--- config.mk ---
export PLATFORM = sky130hd
export DESIGN_NAME = touch_swipe_classifier_unit_flat
export DESIGN_NICKNAME = d
export VERILOG_FILES = /design/src/sv/tsc_pkg.sv /design/src/sv/tsc_if.sv /design/src/sv/touch_swipe_classifier_unit.sv /design/src/sv/tsc_mul.sv /design/src/flat_wrapper.sv
export SDC_FILE = /design/constraint.sdc
export NUM_CORES = 1
export LEC_CHECK = 0
export BUFFER_PORTS_ARGS = -buffer_cell sky130_fd_sc_hd__buf_2
export CAP_MARGIN = 0
export CORE_MARGIN = 5
export CORE_UTILIZATION = 46
export CTS_CLUSTER_DIAMETER = 60
export DETAILED_ROUTE_END_ITERATION = 7
export GPL_TIMING_DRIVEN = 0
export PLACE_DENSITY = 0.64
export SLEW_MARGIN = 40
export SYNTH_ARGS = -nofsm -noshare
export SYNTH_HDL_FRONTEND = slang
export SYNTH_HIERARCHICAL = 1
export SYNTH_SLANG_ARGS = --single-unit
--- constraint.sdc ---
create_clock -name clk_i -period 4.6 [get_ports clk_i]
set_clock_uncertainty 0.05 [all_clocks]
set_input_delay 0.23 -clock clk_i [delete_from_list [all_inputs] [get_ports clk_i]]
set_output_delay 0.23 -clock clk_i [all_outputs]
set_load 0.03 [all_outputs]
--- src/sv/tsc_pkg.sv ---
package tsc_pkg;

  localparam int unsigned DigitW   = 4;
  localparam int unsigned MplierW  = 16;
  localparam int unsigned McandW   = 32;
  localparam int unsigned ProdW    = McandW + MplierW;
  localparam int unsigned MulSteps = MplierW / DigitW;
  localparam int unsigned StepW    = $clog2(MulSteps + 1);
  localparam int unsigned CfgIdxW  = 8;
  localparam int unsigned CfgDataW = 32;

  localparam logic [CfgIdxW-1:0] CFG_SLIDE_DIST = 8'd0;
  localparam logic [CfgIdxW-1:0] CFG_ANGLE      = 8'd1;

  localparam logic [31:0] SLIDE_DIST_RST = 32'd100;
  localparam logic [3:0]  ANGLE_RST      = 4'd3;

  localparam logic [7:0] CODE_IDLE     = 8'h00;
  localparam logic [7:0] CODE_FIRST    = 8'h01;
  localparam logic [7:0] CODE_IDLE_ALT = 8'h02;
  localparam logic [7:0] CODE_PRESSING = 8'h03;

  typedef enum logic [1:0] {
    PH_IDLE     = 2'd0,
    PH_FIRST    = 2'd1,
    PH_PRESSING = 2'd2,
    PH_RELEASED = 2'd3
  } phase_e;

  typedef enum logic [2:0] {
    ACT_UNTOUCHED  = 3'd0,
    ACT_NOSLIDE    = 3'd1,
    ACT_VERTICAL   = 3'd2,
    ACT_HORIZONTAL = 3'd3,
    ACT_CLICK      = 3'd4,
    ACT_VFLICK     = 3'd5,
    ACT_HFLICK     = 3'd6
  } action_e;

  typedef enum logic [2:0] {
    ST_IDLE,
    ST_UPD,
    ST_MX,
    ST_WX,
    ST_WY,
    ST_WA,
    ST_DEC
  } state_e;

  typedef struct packed {
    logic                start;
    logic [McandW-1:0]   mcand;
    logic [MplierW-1:0]  mplier;
    logic [StepW-1:0]    steps;
  } mul_req_t;

  typedef struct packed {
    logic               done;
    logic [ProdW-1:0]   product;
  } mul_rsp_t;

endpackage

--- src/sv/tsc_if.sv ---
interface tsc_in_if;
  logic               valid;
  logic               ready;
  logic               report_new;
  logic [7:0]         report_code;
  logic signed [15:0] pos_x;
  logic signed [15:0] pos_y;
  logic [15:0]        shown_page;
  logic [15:0]        caller_page;

  modport source (output valid, report_new, report_code, pos_x, pos_y, shown_page,
                  caller_page, input ready);
  modport sink   (input valid, report_new, report_code, pos_x, pos_y, shown_page,
                  caller_page, output ready);
endinterface

interface tsc_out_if;
  logic               valid;
  logic               ready;
  logic [2:0]         action;
  logic signed [15:0] speed_x;
  logic signed [15:0] speed_y;
  logic [1:0]         touch_phase;

  modport source (output valid, action, speed_x, speed_y, touch_phase, input ready);
  modport sink   (input valid, action, speed_x, speed_y, touch_phase, output ready);
endinterface

interface tsc_cfg_if;
  logic        valid;
  logic        ready;
  logic [7:0]  index;
  logic [31:0] data;

  modport source (output valid, index, data, input ready);
  modport sink   (input valid, index, data, output ready);
endinterface

--- src/sv/touch_swipe_classifier_unit.sv ---
// Channel  | Dir | Handshake    | Payload
// item_i   | in  | valid/ready  | report_new, report_code, pos_x, pos_y, shown_page, caller_page
// result_o | out | valid/ready  | action, speed_x, speed_y, touch_phase
// cfg_i    | in  | valid/ready  | index, data (0 slide_distance_sq, 1 angle_factor)
//
// From acceptance to its result register an item goes through one state update,
// then dx*dx and dy*dy at four 4-bit digits each and y2*angle_factor in one digit, all
// on one shared digit-serial multiplier, then the decision; the next item is taken after
// the return to idle. Reset clears phase, slide mode, positions, speeds and both registers
// to their reset values. A result waiting on a stalled result_o does not block the next item;
// the next result waits in the decision state until the register is free.
module touch_swipe_classifier_unit
  import tsc_pkg::*;
(
  input  logic       clk_i,
  input  logic       rst_ni,
  tsc_in_if.sink     item_i,
  tsc_out_if.source  result_o,
  tsc_cfg_if.sink    cfg_i
);

  state_e state_q, state_d;

  logic [31:0] slide_dist_q;
  logic [3:0]  angle_q;

  logic        new_q;
  logic [7:0]  code_q;
  logic [15:0] in_x_q, in_y_q, shown_q, caller_q;

  phase_e      phase_q, phase_d;
  action_e     slide_q, slide_d;
  logic [15:0] press_page_q, press_page_d;
  logic [15:0] press_x_q, press_x_d, press_y_q, press_y_d;
  logic [15:0] last_x_q, last_x_d, last_y_q, last_y_d;
  logic [15:0] cur_x_q, cur_x_d, cur_y_q, cur_y_d;
  logic [15:0] spd_x_q, spd_x_d, spd_y_q, spd_y_d;

  logic [31:0] x2_q, x2_d, y2_q, y2_d;
  logic [35:0] wy_q, wy_d;

  logic        out_valid_q, out_valid_d;
  action_e     out_act_q, out_act_d;
  logic [15:0] out_spx_q, out_spx_d, out_spy_q, out_spy_d;
  logic [1:0]  out_ph_q, out_ph_d;

  mul_req_t    mul_req;
  mul_rsp_t    mul_rsp;

  logic [15:0] dx, dy, mag_x, mag_y;
  logic        reached, dir_vert, in_fire;
  action_e     dir, mode;

  tsc_mul u_mul (
    .clk_i  (clk_i),
    .rst_ni (rst_ni),
    .req_i  (mul_req),
    .rsp_o  (mul_rsp)
  );

  assign item_i.ready = (state_q == ST_IDLE);
  assign in_fire      = item_i.valid && item_i.ready;
  assign cfg_i.ready  = 1'b1;

  assign dx    = press_x_q - cur_x_q;
  assign dy    = press_y_q - cur_y_q;
  assign mag_x = dx[15] ? 16'(-dx) : dx;
  assign mag_y = dy[15] ? 16'(-dy) : dy;

  assign reached  = (y2_q >= slide_dist_q) || (x2_q >= slide_dist_q);
  assign dir_vert = (wy_q >= {4'b0, x2_q});
  assign dir      = dir_vert ? ACT_VERTICAL : ACT_HORIZONTAL;

  always_comb begin
    state_d      = state_q;
    phase_d      = phase_q;
    slide_d      = slide_q;
    press_page_d = press_page_q;
    press_x_d    = press_x_q;
    press_y_d    = press_y_q;
    last_x_d     = last_x_q;
    last_y_d     = last_y_q;
    cur_x_d      = cur_x_q;
    cur_y_d      = cur_y_q;
    spd_x_d      = spd_x_q;
    spd_y_d      = spd_y_q;
    x2_d         = x2_q;
    y2_d         = y2_q;
    wy_d         = wy_q;
    out_valid_d  = out_valid_q && !result_o.ready;
    out_act_d    = out_act_q;
    out_spx_d    = out_spx_q;
    out_spy_d    = out_spy_q;
    out_ph_d     = out_ph_q;
    mul_req      = '0;
    mode         = slide_q;

    unique case (state_q)
      ST_IDLE: begin
        if (in_fire) begin
          state_d = ST_UPD;
        end
      end
      ST_UPD: begin
        if (new_q) begin
          if (code_q == CODE_FIRST) begin
            press_x_d = in_x_q;
            press_y_d = in_y_q;
            last_x_d  = in_x_q;
            last_y_d  = in_y_q;
            phase_d   = PH_FIRST;
          end else if (code_q == CODE_PRESSING) begin
            last_x_d = cur_x_q;
            last_y_d = cur_y_q;
            phase_d  = PH_PRESSING;
          end else begin
            phase_d = PH_RELEASED;
          end
          cur_x_d = in_x_q;
          cur_y_d = in_y_q;
        end else if (code_q == CODE_IDLE || code_q == CODE_IDLE_ALT) begin
          phase_d = PH_IDLE;
        end
        state_d = ST_MX;
      end
      ST_MX: begin
        mul_req.start  = 1'b1;
        mul_req.mcand  = McandW'(mag_x);
        mul_req.mplier = mag_x;
        mul_req.steps  = StepW'(MulSteps);
        state_d        = ST_WX;
      end
      ST_WX: begin
        if (mul_rsp.done) begin
          x2_d           = mul_rsp.product[31:0];
          mul_req.start  = 1'b1;
          mul_req.mcand  = McandW'(mag_y);
          mul_req.mplier = mag_y;
          mul_req.steps  = StepW'(MulSteps);
          state_d        = ST_WY;
        end
      end
      ST_WY: begin
        if (mul_rsp.done) begin
          y2_d           = mul_rsp.product[31:0];
          mul_req.start  = 1'b1;
          mul_req.mcand  = mul_rsp.product[31:0];
          mul_req.mplier = {angle_q, {(MplierW-DigitW){1'b0}}};
          mul_req.steps  = StepW'(1);
          state_d        = ST_WA;
        end
      end
      ST_WA: begin
        if (mul_rsp.done) begin
          wy_d    = mul_rsp.product[35:0];
          state_d = ST_DEC;
        end
      end
      ST_DEC: begin
        if (!out_valid_q || result_o.ready) begin
          out_act_d = ACT_NOSLIDE;
          if (phase_q == PH_IDLE) begin
            slide_d   = ACT_UNTOUCHED;
            out_act_d = ACT_UNTOUCHED;
          end else if (phase_q == PH_FIRST) begin
            press_page_d = shown_q;
            slide_d      = ACT_NOSLIDE;
          end else if (caller_q != press_page_q) begin
            out_act_d = ACT_NOSLIDE;
          end else if (phase_q == PH_PRESSING) begin
            if (slide_q == ACT_NOSLIDE && reached) begin
              mode = dir;
            end
            slide_d   = mode;
            out_act_d = mode;
          end else if (slide_q == ACT_NOSLIDE && !reached) begin
            out_act_d = ACT_CLICK;
          end else begin
            if (slide_q == ACT_NOSLIDE) begin
              mode = dir;
            end
            slide_d = mode;
            if (mode == ACT_VERTICAL) begin
              spd_y_d   = last_y_q - cur_y_q;
              out_act_d = ACT_VFLICK;
            end else begin
              spd_x_d   = last_x_q - cur_x_q;
              out_act_d = ACT_HFLICK;
            end
          end
          out_spx_d   = spd_x_d;
          out_spy_d   = spd_y_d;
          out_ph_d    = phase_q;
          out_valid_d = 1'b1;
          state_d     = ST_IDLE;
        end
      end
      default: state_d = ST_IDLE;
    endcase
  end

  always_ff @(posedge clk_i or negedge rst_ni) begin
    if (!rst_ni) begin
      state_q      <= ST_IDLE;
      out_valid_q  <= 1'b0;
      slide_dist_q <= SLIDE_DIST_RST;
      angle_q      <= ANGLE_RST;
      phase_q      <= PH_IDLE;
      slide_q      <= ACT_UNTOUCHED;
      press_page_q <= '0;
      press_x_q    <= '0;
      press_y_q    <= '0;
      last_x_q     <= '0;
      last_y_q     <= '0;
      cur_x_q      <= '0;
      cur_y_q      <= '0;
      spd_x_q      <= '0;
      spd_y_q      <= '0;
    end else begin
      state_q      <= state_d;
      out_valid_q  <= out_valid_d;
      phase_q      <= phase_d;
      slide_q      <= slide_d;
      press_page_q <= press_page_d;
      press_x_q    <= press_x_d;
      press_y_q    <= press_y_d;
      last_x_q     <= last_x_d;
      last_y_q     <= last_y_d;
      cur_x_q      <= cur_x_d;
      cur_y_q      <= cur_y_d;
      spd_x_q      <= spd_x_d;
      spd_y_q      <= spd_y_d;
      if (cfg_i.valid && cfg_i.ready) begin
        unique case (cfg_i.index)
          CFG_SLIDE_DIST: slide_dist_q <= cfg_i.data;
          CFG_ANGLE:      angle_q      <= cfg_i.data[3:0];
          default: ;
        endcase
      end
    end
  end

  always_ff @(posedge clk_i) begin
    if (in_fire) begin
      new_q    <= item_i.report_new;
      code_q   <= item_i.report_code;
      in_x_q   <= item_i.pos_x;
      in_y_q   <= item_i.pos_y;
      shown_q  <= item_i.shown_page;
      caller_q <= item_i.caller_page;
    end
    x2_q      <= x2_d;
    y2_q      <= y2_d;
    wy_q      <= wy_d;
    out_act_q <= out_act_d;
    out_spx_q <= out_spx_d;
    out_spy_q <= out_spy_d;
    out_ph_q  <= out_ph_d;
  end

  assign result_o.valid       = out_valid_q;
  assign result_o.action      = out_act_q;
  assign result_o.speed_x     = out_spx_q;
  assign result_o.speed_y     = out_spy_q;
  assign result_o.touch_phase = out_ph_q;

endmodule

--- src/sv/tsc_mul.sv ---
module tsc_mul
  import tsc_pkg::*;
(
  input  logic     clk_i,
  input  logic     rst_ni,
  input  mul_req_t req_i,
  output mul_rsp_t rsp_o
);

  logic [ProdW-1:0]   acc_q, acc_d;
  logic [McandW-1:0]  mcand_q, mcand_d;
  logic [MplierW-1:0] mplier_q, mplier_d;
  logic [StepW-1:0]   cnt_q, cnt_d;
  logic               busy_q, busy_d;
  logic               done_q, done_d;
  logic [McandW+DigitW-1:0] partial;

  assign partial = mcand_q * mplier_q[MplierW-1 -: DigitW];

  always_comb begin
    acc_d    = acc_q;
    mcand_d  = mcand_q;
    mplier_d = mplier_q;
    cnt_d    = cnt_q;
    busy_d   = busy_q;
    done_d   = 1'b0;
    if (req_i.start) begin
      acc_d    = '0;
      mcand_d  = req_i.mcand;
      mplier_d = req_i.mplier;
      cnt_d    = req_i.steps;
      busy_d   = 1'b1;
    end else if (busy_q) begin
      // take one digit, most significant first
      acc_d    = (acc_q << DigitW) + ProdW'(partial);
      mplier_d = mplier_q << DigitW;
      cnt_d    = cnt_q - StepW'(1);
      if (cnt_q == StepW'(1)) begin
        busy_d = 1'b0;
        done_d = 1'b1;
      end
    end
  end

  always_ff @(posedge clk_i or negedge rst_ni) begin
    if (!rst_ni) begin
      busy_q <= 1'b0;
      done_q <= 1'b0;
      cnt_q  <= '0;
    end else begin
      busy_q <= busy_d;
      done_q <= done_d;
      cnt_q  <= cnt_d;
    end
  end

  always_ff @(posedge clk_i) begin
    acc_q    <= acc_d;
    mcand_q  <= mcand_d;
    mplier_q <= mplier_d;
  end

  assign rsp_o.done    = done_q;
  assign rsp_o.product = acc_q;

endmodule
--- src/flat_wrapper.sv ---
// flat-port wrapper written by rule: the top's interface ports become plain ports
module touch_swipe_classifier_unit_flat import tsc_pkg::*;
  (clk_i, rst_ni, item_i_valid, item_i_report_new, item_i_report_code, item_i_pos_x, item_i_pos_y, item_i_shown_page, item_i_caller_page, item_i_ready, result_o_valid, result_o_action, result_o_speed_x, result_o_speed_y, result_o_touch_phase, result_o_ready, cfg_i_valid, cfg_i_index, cfg_i_data, cfg_i_ready);
  tsc_in_if item_i_i ();
  tsc_out_if result_o_i ();
  tsc_cfg_if cfg_i_i ();
  input  logic clk_i;
  input  logic rst_ni;
  input wire logic [$bits(item_i_i.valid)-1:0] item_i_valid;
  input wire logic [$bits(item_i_i.report_new)-1:0] item_i_report_new;
  input wire logic [$bits(item_i_i.report_code)-1:0] item_i_report_code;
  input wire logic [$bits(item_i_i.pos_x)-1:0] item_i_pos_x;
  input wire logic [$bits(item_i_i.pos_y)-1:0] item_i_pos_y;
  input wire logic [$bits(item_i_i.shown_page)-1:0] item_i_shown_page;
  input wire logic [$bits(item_i_i.caller_page)-1:0] item_i_caller_page;
  output wire logic [$bits(item_i_i.ready)-1:0] item_i_ready;
  output wire logic [$bits(result_o_i.valid)-1:0] result_o_valid;
  output wire logic [$bits(result_o_i.action)-1:0] result_o_action;
  output wire logic [$bits(result_o_i.speed_x)-1:0] result_o_speed_x;
  output wire logic [$bits(result_o_i.speed_y)-1:0] result_o_speed_y;
  output wire logic [$bits(result_o_i.touch_phase)-1:0] result_o_touch_phase;
  input wire logic [$bits(result_o_i.ready)-1:0] result_o_ready;
  input wire logic [$bits(cfg_i_i.valid)-1:0] cfg_i_valid;
  input wire logic [$bits(cfg_i_i.index)-1:0] cfg_i_index;
  input wire logic [$bits(cfg_i_i.data)-1:0] cfg_i_data;
  output wire logic [$bits(cfg_i_i.ready)-1:0] cfg_i_ready;
  assign item_i_i.valid = item_i_valid;
  assign item_i_i.report_new = item_i_report_new;
  assign item_i_i.report_code = item_i_report_code;
  assign item_i_i.pos_x = item_i_pos_x;
  assign item_i_i.pos_y = item_i_pos_y;
  assign item_i_i.shown_page = item_i_shown_page;
  assign item_i_i.caller_page = item_i_caller_page;
  assign item_i_ready = item_i_i.ready;
  assign result_o_valid = result_o_i.valid;
  assign result_o_action = result_o_i.action;
  assign result_o_speed_x = result_o_i.speed_x;
  assign result_o_speed_y = result_o_i.speed_y;
  assign result_o_touch_phase = result_o_i.touch_phase;
  assign result_o_i.ready = result_o_ready;
  assign cfg_i_i.valid = cfg_i_valid;
  assign cfg_i_i.index = cfg_i_index;
  assign cfg_i_i.data = cfg_i_data;
  assign cfg_i_ready = cfg_i_i.ready;
  touch_swipe_classifier_unit u_core (.clk_i(clk_i), .rst_ni(rst_ni), .item_i(item_i_i), .result_o(result_o_i), .cfg_i(cfg_i_i));
endmodule
Word-level counts from Yosys, hierarchy flattened

Cells that the tools add are included.

Add/subtract/negate cells: 8
$mul: 1
Magnitude comparators: 3
Eq/ne operators: 23
Multiplexer cells: 63
Bitwise operators: 1
Reduce and logical (&&, ||, !) cells: 31

Operator list:

| cell                                           | number |
|---|---|
| 2-to-1 mux 16 bit                              | 20 |
| one-hot mux 52 bit (3 select lines)            | 1 |
| 2-to-1 mux 52 bit                              | 2 |
| 2-to-1 mux 3 bit                               | 23 |
| greater-or-equal comparator 32 bit             | 2 |
| subtractor 16 bit                              | 4 |
| adder 36 bit                                   | 1 |
| greater-or-equal comparator 36 x 32 -> 1 bit   | 1 |
| multiplier 32 x 4 -> 36 bit                    | 1 |
| negation 16 bit                                | 2 |
| one-hot mux 3 bit (7 select lines)             | 1 |
| == test 8 x 1 -> 1 bit (second input constant) | 2 |
| == test 8 x 2 -> 1 bit (second input constant) | 2 |
| logical NOT 8 bit                              | 2 |
| != test 16 bit                                 | 1 |
| AND reduction 2 bit                            | 8 |
| 2-to-1 mux 1 bit                               | 12 |
| == test 3 x 1 -> 1 bit (second input constant) | 3 |
| == test 3 x 2 -> 1 bit (second input constant) | 3 |
| == test 3 bit (second input constant)          | 3 |
| 2-to-1 mux 2 bit                               | 4 |
| != test 2 bit (second input constant)          | 4 |
| AND reduction 4 bit                            | 2 |
| AND reduction 3 bit                            | 2 |
| other kinds (15)                               | 24 |

Bits in registers: 488
Bits of input ports: 118
Output and inout port bits: 40
Logic and storage cells: 165

Longest topological paths before layout

Depth after elaboration: 18
Mapped depth: 18
Depth with buffers taken out: 17

By module

The synthesis kept the hierarchy.

Modules (own cells, without submodules):

| module                      | instances | cells an instance | area each (um^2) | seq. area each (um^2) |
|---|---|---|---|---|
| touch_swipe_classifier_unit | 1         | 1798              | 20941.3          | 11041.8 |
| tsc_mul                     | 1         | 981               | 9049.9           | 2527.4 |

Least setup slack after synthesis

OpenSTA, ideal clock, no wires.

Kind: register to register
Start: register u_core.u_mul.mplier_q[15]
End: register u_core.u_mul.acc_q[31]
Setup time: 0.133 ns
Arrival time: 4.329 ns
Required time: 4.417 ns
Path slack: 0.087 ns
Stages on the path, launching flop included: 17
Buffers on the path: 1
Clock period less this slack: 4.513 ns
Cell sequence: edfxtp_1 -> clkbuf_1 -> and2_1 -> fa_1 -> fa_1 -> inv_1 -> fa_1 -> inv_1 -> ha_1 -> a21oi_1 -> o21ai_1 -> a311oi_2 -> a21o_2 -> a21oi_2 -> or4_1 -> xnor2_1 -> o22ai_1

Cells in the longest elaborated chain, start to end: 2

RTL lines:

| what                        | line          | text |
|---|---|---|
| start: declaration          | tsc_mul.sv:12 | `logic [MplierW-1:0] mplier_q, mplier_d;` |
| start signal: assignment    | tsc_mul.sv:60 | `mplier_q <= mplier_d;` |
| multiplier 32 x 4 -> 36 bit | tsc_mul.sv:18 | `assign partial = mcand_q * mplier_q[MplierW-1 -: DigitW];` |
| adder 36 bit                | tsc_mul.sv:35 | `acc_d = (acc_q << DigitW) + ProdW'(partial);` |
| end signal: assignment      | tsc_mul.sv:58 | `acc_q <= acc_d;` |
| end: declaration            | tsc_mul.sv:10 | `logic [ProdW-1:0] acc_q, acc_d;` |

Every way passes these cells.
A chain may end at the register's enable or synchronous reset.

Final worst setup path

Start: register u_core.u_mul.mplier_q[13]
End: register u_core.u_mul.acc_q[23]

The elaborated chain is that of the path after synthesis.

==> impl_metrics.toml <==
[grt]
antenna_found_initial = 4
grt.overflow.total = 0
grt_pass1_vias = 21940
grt_pass1_wl_mm = 118.9
grt_max_degree = 59
track_usage_pct = 21.80

[floorplan]
die_height_um = 261.7
core.rowCount = 92
coreArea_um2 = 62850
fp.dieW_um = 261.7
ioPinCount = 158
initial_core_util_pct = 46.35
dieArea_um2 = 68470

[drt]
drt-total-wl_mm = 75.57
via_count = 21100
avgViaCountPerCell = 5.344
drt_iter0_drc = 1133
drc_errors = 0
ant_nets = 0
firstDrtPassIters = 5
wl_per_cell_um = 19.14

[critical_path]
worstPathRequired_ps = 5070
r2r_start = "u_core/u_mul/mplier_q[13]"
critPathLaunchType = "flop"
crit_path_start = "u_core/u_mul/mplier_q[13]"
worstPathCellList = "buf_6 -> and2_1 -> fa_1 -> fa_1 -> inv_1 -> fa_1 -> inv_1 -> ha_4 -> and3_4 -> nand4_1 -> a211o_1 -> a21o_2 -> buf_4 -> a21oi_4 -> nor3_1 -> nand3b_1 -> a21oi_2"
cp_slowest_stage_delay_ps = 520
r2r_cells = 17
cp_slowest_cell = "edfxtp_1"
arrival_ps = 5020
cpMostUsedCell = "fa_1"
criticalPathCategory = "reg2reg"
worstSetupEndpointType = "flop"
critPathMaxFanout = 8

[final_layout]
fin_cells = 3948
layout-area-overhead-vs-synth_pct = 21.74
fillers = 5332
drive_above_1_share_pct = 19.19
finalNetCount = 3472

[sta]
rsz0062_at_grt = "true"
worst_slew_pin_slew_ps = 802.5
maxSlewViolCount = 0
max_slew_margin_pct = 46.50
fmax_ghz = 0.2195
setup_viol = 0
hold_viol = 0
setup_slack_ps = 44.33
finalCritPeriodShare_pct = 99.04
period_needed_ps = 4556

[placed_design]
gp_congestion = 0.8833
port_buffers = 156
dp_worst_setup_slack_ps = -1066
dpl.hpwl_mm = 56.19
dp_cells = 3687

[job]
cap_violations = 0

[yosys]
synthesis.instances = 2670
syn_nets = 3086
ys_warn_count = 6
postSynthAreaPerCell_um2 = 10.91
synth_area_um2 = 29130

[clock_network]
cts_tree = "yes"
cts_buffers = 55
cts.clk_slew.worst_paths_ps = 60
h-tree-depth = 2
clock_path_buffers = 3
cts.sinks = 488
clockRootBuffer = "clkbuf_16"
clk-insertion-delay-late_ps = 620

[run_status]
outcome = "finished, final reports clean"

[worst_hold_path]
min_path_type = "in2async"

[pwr]
ir_worst_vdd_uv = 675.7
power_density_nw_per_um2 = 856.8
p_leak_nw = 16.01
## worst paths after layout
kind	to	slack [ps]
setup reg to reg	u_core/u_mul/acc_q[23]	40
min in group clk_i	u_core/slide_dist_q[17]	60
hold / removal	u_core/press_page_q[2]	40
hold reg to reg	u_core/wy_q[33]	390
max in group asynchronous	u_core/angle_q[0]	3490
setup / recovery	u_core/u_mul/acc_q[23]	40
## critical path, delay by kind of cell (launching register included)
family          cells  cell delay [ps]
simple gates        5              740
buf+inv             4              460
flops               1              520
fa+ha+maj           4             1740
compound gates      4              950
## final cells by class
cell class	count	area (µm²)	area share [%]
multi-input combinational	1796	15020	42.34
sequential	488	13330	37.58
timing repair buffer	334	2549	7.186
clock buffer	68	1495	4.216
inverter	296	1112	3.136
tap	846	1059	2.984
buffer	85	488.0	1.376
clock inverter	34	416.7	1.175
antenna	1	2.502	0.007055
## flip-flops by register name (all words and copies together) (netlist names), 32 cells and up
| register | count |
|---|---|
| u_core/slide_dist_q | 32 |
| u_core/u_mul/acc_q | 36 |
| u_core/u_mul/mcand_q | 32 |
| u_core/wy_q | 36 |
| u_core/x2_q | 32 |
| u_core/y2_q | 32 |
## metal layers
metal / vias to the layer above / wire length, µm / GRT usage, % / part of all wire [%]
met4: 4 / 1841 / 5.168 / 2.4
met1: 10500 / 32000 / 27.77 / 42
li1: 10060 / - / - / -
met2: 418 / 38400 / 39.12 / 51
met3: 118 / 3309 / 3.497 / 4.4
met5: - / 25 / 0 / 0.033
## cell usage in the layout (no fill, tap or decap), drive strengths merged, types with 8 or more instances in the layout
| cell | count |
|---|---|
| buf | 249 |
| nand2 | 233 |
| o211ai | 20 |
| nor4b | 8 |
| dfxtp | 36 |
| o21ai | 186 |
| and2 | 155 |
| a21oi | 102 |
| a31oi | 15 |
| mux2 | 117 |
| or3 | 8 |
| nand2b | 22 |
| fa | 95 |
| a211oi | 18 |
| a21o | 45 |
| nor4 | 8 |
| xnor2 | 80 |
| and3 | 14 |
| nor3 | 27 |
| nor2 | 108 |
| nand3b | 12 |
| a211o | 8 |
| clkinv | 18 |
| edfxtp | 258 |
| ha | 203 |
| nand3 | 38 |
| nand4 | 24 |
| dfrtp | 189 |
| a2111oi | 8 |
| inv | 301 |
| o21a | 16 |
| o22ai | 14 |
| nor2b | 23 |
| clkbuf | 130 |
| mux2i | 58 |
| dlygate4sd3 | 108 |
| xor2 | 35 |
## through the flow
stage	setup TNS (ps)	power, mW	hold slack, ps	util (%)	cell area (µm²)
global placement	-92770	21.00	356.1	49.28	30970
finish	0	30.39	35.27	56.43	35470
global route	-172.1	32.67	62.35	56.43	35470
floorplan	0	17.40	-115.6	-	29130
CTS	-69.89	28.56	26.04	55.63	34960
detailed placement	-12900	21.25	100.1	49.70	31230
## report_power, final
group	total [mW]	leakage, nW	switching (mW)	internal [mW]
sequential	6.30	5.14	0.725	5.58
clock	4.58	0.931	1.86	2.72
combinational	19.5	9.94	10.7	8.84
total	30.4	16.0	13.3	17.1
## what timing repair did
action / in CTS / in global routing
pin swaps: 51 / 86
hold endpoints to repair: 195 / 1
hold buffers: 107 / 1
setup endpoints to repair: 25 / 16
resized for setup: 113 / 66
buffers inserted: 27 / 27
gates cloned: 1 / 1
Note: power is estimated with default switching activity, not from simulation.
